===== src/rtl/hps_pkg.sv =====
// ----------------------------------------------------------------------------
// hps_pkg: shared types and constants of the point distance heapsort
// Sizes of the point store, the layout of a stored entry, the sequencer
// states and the control word of the squaring unit.
// ----------------------------------------------------------------------------
package hps_pkg;

  localparam int MAX_POINTS = 64;
  localparam int COORD_W    = 16;
  localparam int ADDR_W     = $clog2(MAX_POINTS);
  localparam int CNT_W      = $clog2(MAX_POINTS + 1);
  localparam int IDX_W      = ADDR_W + 1;
  localparam int KEY_W      = 2 * COORD_W;

  // one store entry: squared distance next to the point it belongs to
  typedef struct packed {
    logic [KEY_W-1:0]   key;
    logic [COORD_W-1:0] x;
    logic [COORD_W-1:0] y;
  } entry_t;

  localparam int ENTRY_W = $bits(entry_t);

  typedef enum logic [1:0] {
    ACC_HOLD,
    ACC_LOAD,
    ACC_ADD
  } acc_op_t;

  typedef struct packed {
    logic    mul_en;
    acc_op_t acc_op;
  } key_ctl_t;

  typedef enum logic [4:0] {
    ST_IDLE,
    ST_SQX,
    ST_SQY,
    ST_SUM,
    ST_WR,
    ST_SORT,
    ST_NODE,
    ST_CUR,
    ST_LEFT,
    ST_RIGHT,
    ST_CMP,
    ST_DONE,
    ST_X0,
    ST_XE,
    ST_XW,
    ST_ERD,
    ST_ELD,
    ST_EOUT
  } state_t;

endpackage


===== src/rtl/hps_key_unit.sv =====
// ----------------------------------------------------------------------------
// hps_key_unit: shared squaring multiplier with accumulator
// Squares the magnitude of one coordinate per cycle while mul_en is set and sums the squares.
// ----------------------------------------------------------------------------
module hps_key_unit import hps_pkg::*; (
  input  logic               clk,
  input  key_ctl_t           ctl,
  input  logic [COORD_W-1:0] operand,
  output logic [KEY_W-1:0]   key
);

  logic [COORD_W-1:0] mag;
  logic [KEY_W-1:0]   prod;

  // magnitude of a two's complement value; the most negative code maps to 2^(W-1)
  assign mag = operand[COORD_W-1] ? (~operand + 1'b1) : operand;

  always_ff @(posedge clk) begin
    if (ctl.mul_en) begin
      prod <= KEY_W'(mag) * KEY_W'(mag);
    end
    case (ctl.acc_op)
      ACC_LOAD: key <= prod;
      ACC_ADD:  key <= key + prod;
      default:  key <= key;
    endcase
  end

endmodule


===== config.mk =====
export PLATFORM = sky130hd
export DESIGN_NAME = hps_key_unit
export DESIGN_NICKNAME = d
export VERILOG_FILES = /design/src/rtl/hps_pkg.sv /design/src/rtl/hps_key_unit.sv
export SDC_FILE = /design/constraint.sdc
export NUM_CORES = 1
export LEC_CHECK = 0
export BUFFER_PORTS_ARGS = -buffer_cell sky130_fd_sc_hd__buf_4
export CORE_MARGIN = 2
export CORE_UTILIZATION = 50
export CTS_BUF_LIST = sky130_fd_sc_hd__clkbuf_16
export DETAILED_ROUTE_END_ITERATION = 10
export PLACE_DENSITY = 0.74
export SYNTH_ARGS = -nofsm -noshare
export SYNTH_HDL_FRONTEND = slang
export SYNTH_SLANG_ARGS = --single-unit

===== constraint.sdc =====
create_clock -name clk -period 6.9 [get_ports clk]
set_clock_uncertainty 0.2 [all_clocks]
set_input_delay 0.345 -clock clk [delete_from_list [all_inputs] [get_ports clk]]
set_output_delay 0.345 -clock clk [all_outputs]
set_load 0.005 [all_outputs]

Yosys cells after proc, flatten, opt, wreduce, memory -nomap -nowiden
Cells that the tools add are included.
{"block": "totals", "reg_bits": 64, "input_bits": 20, "out_inout_bits": 32, "elab_cells": 11}
{"block": "op_classes", "addsub": 2, "n_mul": 1, "eq_ne": 2, "n_mux": 2, "bitwise": 1, "n_reduce_logical": 1}
{"operator": "32-bit one-hot mux with 2 select lines", "n": 1}
{"operator": "32-bit adder", "n": 1}
{"operator": "16-bit by 16-bit multiplier with 32-bit output", "n": 1}
{"operator": "16-bit by 1-bit adder with 16-bit output, second input constant", "n": 1}
{"operator": "16-bit 2-to-1 mux", "n": 1}
{"operator": "16-bit NOT", "n": 1}
{"operator": "2-bit by 1-bit equality test with 1-bit output, second input constant", "n": 1}
{"operator": "2-bit equality test, second input constant", "n": 1}
{"operator": "2-bit nonzero test", "n": 1}

Logic depth before layout (Yosys ltp)
{"block": "depth", "word_depth": 4, "depth_mapped": 30, "ltp_nobuf": 29}

Worst setup path before layout
No wires, ideal clock.
{"block": "synth_timing", "path_type": "input to register", "startpoint": "in operand[0]", "endpoint": "reg prod[31] (data pin)", "setup_ns": 0.258, "t_arrival_ns": 7.103, "t_required_ns": 6.442, "slack_ns": -0.661, "path_stages": 28, "cell_sequence": "inv_1 > clkbuf_1 > ha_1 > nand2_1 > o31a_1 > xnor2_1 > clkinv_1 > nand2_1 > inv_1 > fa_1 > inv_1 > fa_1 > inv_1 > fa_1 > inv_1 > fa_1 > inv_1 > fa_1 > fa_1 > ha_1 > a21o_1 > a21o_1 > a41o_1 > a211o_1 > a31oi_1 > nor3_1 > nor2_1 > xnor2_1"}
{"block": "synth_between", "elab_chain_len": 4}
{"element": "from (decl)", "line_no": "hps_key_unit.sv:8", "rtl": "input logic [COORD_W-1:0] operand,"}
{"element": "16-bit NOT", "line_no": "hps_key_unit.sv:16", "rtl": "assign mag = operand[COORD_W-1] ? (~operand + 1'b1) : operand;"}
{"element": "16-bit by 1-bit adder with 16-bit output", "line_no": "hps_key_unit.sv:16"}
{"element": "16-bit 2-to-1 mux *", "line_no": "hps_key_unit.sv:16"}
{"element": "16-bit by 16-bit multiplier with 32-bit output *", "line_no": "hps_key_unit.sv:20", "rtl": "prod <= KEY_W'(mag) * KEY_W'(mag);"}
{"element": "to (signal assigned)", "line_no": "hps_key_unit.sv:20"}
{"element": "to (decl)", "line_no": "hps_key_unit.sv:13", "rtl": "logic [KEY_W-1:0] prod;"}
Mark *: on every way between the ends. The rest lies on a longest branch, timed or not.
A chain may end at the register's enable or synchronous reset.

Worst setup path after layout
{"block": "layout_timing", "startpoint": "in operand[8]", "endpoint": "reg prod[31] (data pin)"}
Same word-level chain as after synthesis.

==> flow_summary.yaml <==
sta:
  rsz0062_at_grt: "yes"
  finalCriticalPeriod_ns: 6.78
  fmax_mhz: 148
  maxSlewHeadroom_pct: 52.8
  maxSlewViolCount: 0
  setup_viol: 0
  tightest_slew_ns: 0.701
  period_share_pct: 98.2
  timing.setup.tns_ns: 0
  hold_viol_final: 0
route:
  dr.pass1.iters: 5
  viasPerCell: 5.29
  vias: 8603
  remaining_drc_errors: 0
  routed_wl_um: 25100
  route.detailed.wl_per_inst_um: 15.4
  drt_iter0_drc: 398
  ant_nets: 0
job:
  maxCapViolations: 0
critical_path:
  worst-setup-path-type: "in2reg"
  arrival_ns: 6.65
  cp-start-kind: "primary input"
  cp-end-kind: "register"
  cp_data_required_time_ns: 6.77
  cp_max_fo: 5
synthesis:
  synth_xor_area_share_pct: 5.80
  synth_cells: 1182
  synth_top_family_by_area: "adder cells"
  async_reset_ff_share_pct: 0
  synth_warnings: 0
  synth-seq-cells: 63
  syn_area_um2: 11200
  synth_mux_area_share_pct: 2.51
  synth_edf_count: 63
  syn_area_per_cell_um2: 9.46
  synth_compound_area_share_pct: 11.4
  synth-adder-area-share_pct: 43.5
  synth_top_area_share_pct: 29.2
  synthFlopType: "edfxtp_1"
  synth.area.top_cells: "fa_1 29%, edfxtp_1 17%, ha_1 14%"
  synth-simple-area-share_pct: 10.8
  synth_top_area_cell: "fa_1"
  synth.distinct_cells: 62
  seq_area_frac_synth_pct: 16.9
finish:
  area_growth_syn_to_layout_pct: 19.2
  layout.nets: 1652
  layout_common_cells: "222 x inv_1, 168 x buf_4, 161 x fa_1, 121 x ha_1, 98 x nand2_1"
  final_area_um2: 13300
  drive_above_1_share_pct: 20.0
  final_cells: 1626
  fin_util_pct: 60.9
  antenna_cells: 0
  layout_commonest_cell: "inv_1"
outcome:
  outcome: "finished clean"
cts:
  htreeDepth: 3
  clock_latency_ns: 0.33
  cts_tree: "yes"
  clkTransAtPathRegs_ns: 0.06
  cts_max_path_buffers: 2
  cts_root_buffer: "clkbuf_16"
  cts_sinks: 63
  cts_buffers: 9
grt:
  grt_pass1_vias: 8662
  grt_start_max_net_pins: 40
  antenna_found_initial: 0
  grt_pass1_wl_um: 41500
  grt_use_total_pct: 21.3
  grt_overflow: 0
floorplan:
  coreArea_um2: 21900
  fp.dieW_um: 154
  die_h_um: 154
  pin_count: 52
  die_area_um2: 23600
  core.rowCount: 54
  start_util_pct: 51.1
placed_design:
  gp_congestion: 0.926
  placedCellCount: 1603
  placed_area_um2: 12800
  port_buffers: 51
  hpwl_um: 21300
worst_hold_path:
  hold_path.class: "in2reg"
==> area by class of cell <==
class	count	area (um^2)
Clock buffer	9	225
Multi-Input combinational cell	863	8610
Tap cell	280	350
Sequential cell	63	1890
Fill cell	1849	8570
Timing Repair Buffer	169	1270
Clock inverter	7	73.8
Inverter	235	898
==> through the flow <==
step | hold slack (ns) | setup WS, ns
2_1_floorplan | 0.244 | 0.0119
5_1_grt | 0.233 | -0.117
3_5_place_dp | 0.387 | -0.371
3_3_place_gp | 0.368 | -0.200
4_1_cts | 0.228 | 0.0129
6_report | 0.234 | 0.124
==> per-layer routing <==
layer,track usage (%),up-vias,part of all wire (%)
met1,30.0,4156,45
li1,-,4185,-
met2,35.9,222,48
met5,0,-,0
met4,4.98,0,2.2
met3,1.94,40,4.8
==> critical path, stage by stage <==
cell and delay, ns:
buf_4 0.11, or4_4 0.53, or3_4 0.38, o31ai_4 0.22, xor2_2 0.23, inv_2 0.11, nand2_4 0.08, inv_1 0.05
fa_1 0.47, fa_1 0.57, fa_1 0.45, fa_1 0.53, fa_1 0.49, inv_1 0.05, fa_1 0.49, inv_2 0.05
ha_4 0.25, buf_4 0.14, and4_1 0.20, a211o_1 0.36, a31oi_4 0.22, nor3_2 0.07, nor2_1 0.13, xnor2_1 0.10
==> sequential cells by signal (all words and copies together) (netlist names) <==
signal and count:
prod 31, key 32
==> kinds of logic after synthesis <==
kind of cell             count (synthesis)
other                                    2
XOR/XNOR                                74
buffers and inverters                  265
flip-flops                              63
multiplexers                            25
AO/OA/AOI/OAI                          190
AND/OR/NAND/NOR                        272
adder cells (fa/ha/maj)                291
==> timing repair <==
action,4_1_cts,5_1_grt
hold buffers,0,0
pin swaps,2,29
setup buffers,0,7
gates resized for setup,1,34
setup endpoints to repair,2,14
==> synth_stat cells, types with 3 or more instances <==
cell,instances
a211o_1,4
a211oi_1,6
a21o_1,37
a21oi_1,51
a311oi_1,3
a31oi_1,10
and2_1,7
and3_1,6
buf_2,4
clkbuf_1,24
clkinv_1,6
edfxtp_1,63
fa_1,163
ha_1,128
inv_1,227
mux2_2,24
nand2_1,106
nand2b_1,4
nand3_1,21
nand4_1,10
nor2_1,88
nor2b_1,5
nor3_1,7
nor4_1,3
o2111ai_1,3
o211ai_1,4
o21a_1,6
o21ai_0,29
o21ai_1,3
o21bai_1,7
o22ai_1,4
o31ai_1,5
or3_1,7
xnor2_1,49
xor2_1,25
==> path summary, 6_finish.rpt <==
path	start	end	slack [ns]	depth (start not counted)
max reg2reg	key[19]$_DFFE_PP_	key[26]$_DFFE_PP_	3.48	9
min reg2reg	prod[7]$_DFFE_PP_	key[7]$_DFFE_PP_	0.40	1
max	operand[8]	prod[31]$_DFFE_PP_	0.12	24
min	operand[0]	prod[0]$_DFFE_PP_	0.23	2
Power is not shown: default switching activity piles up to over one toggle a cycle in this logic, so the estimate is an artifact.
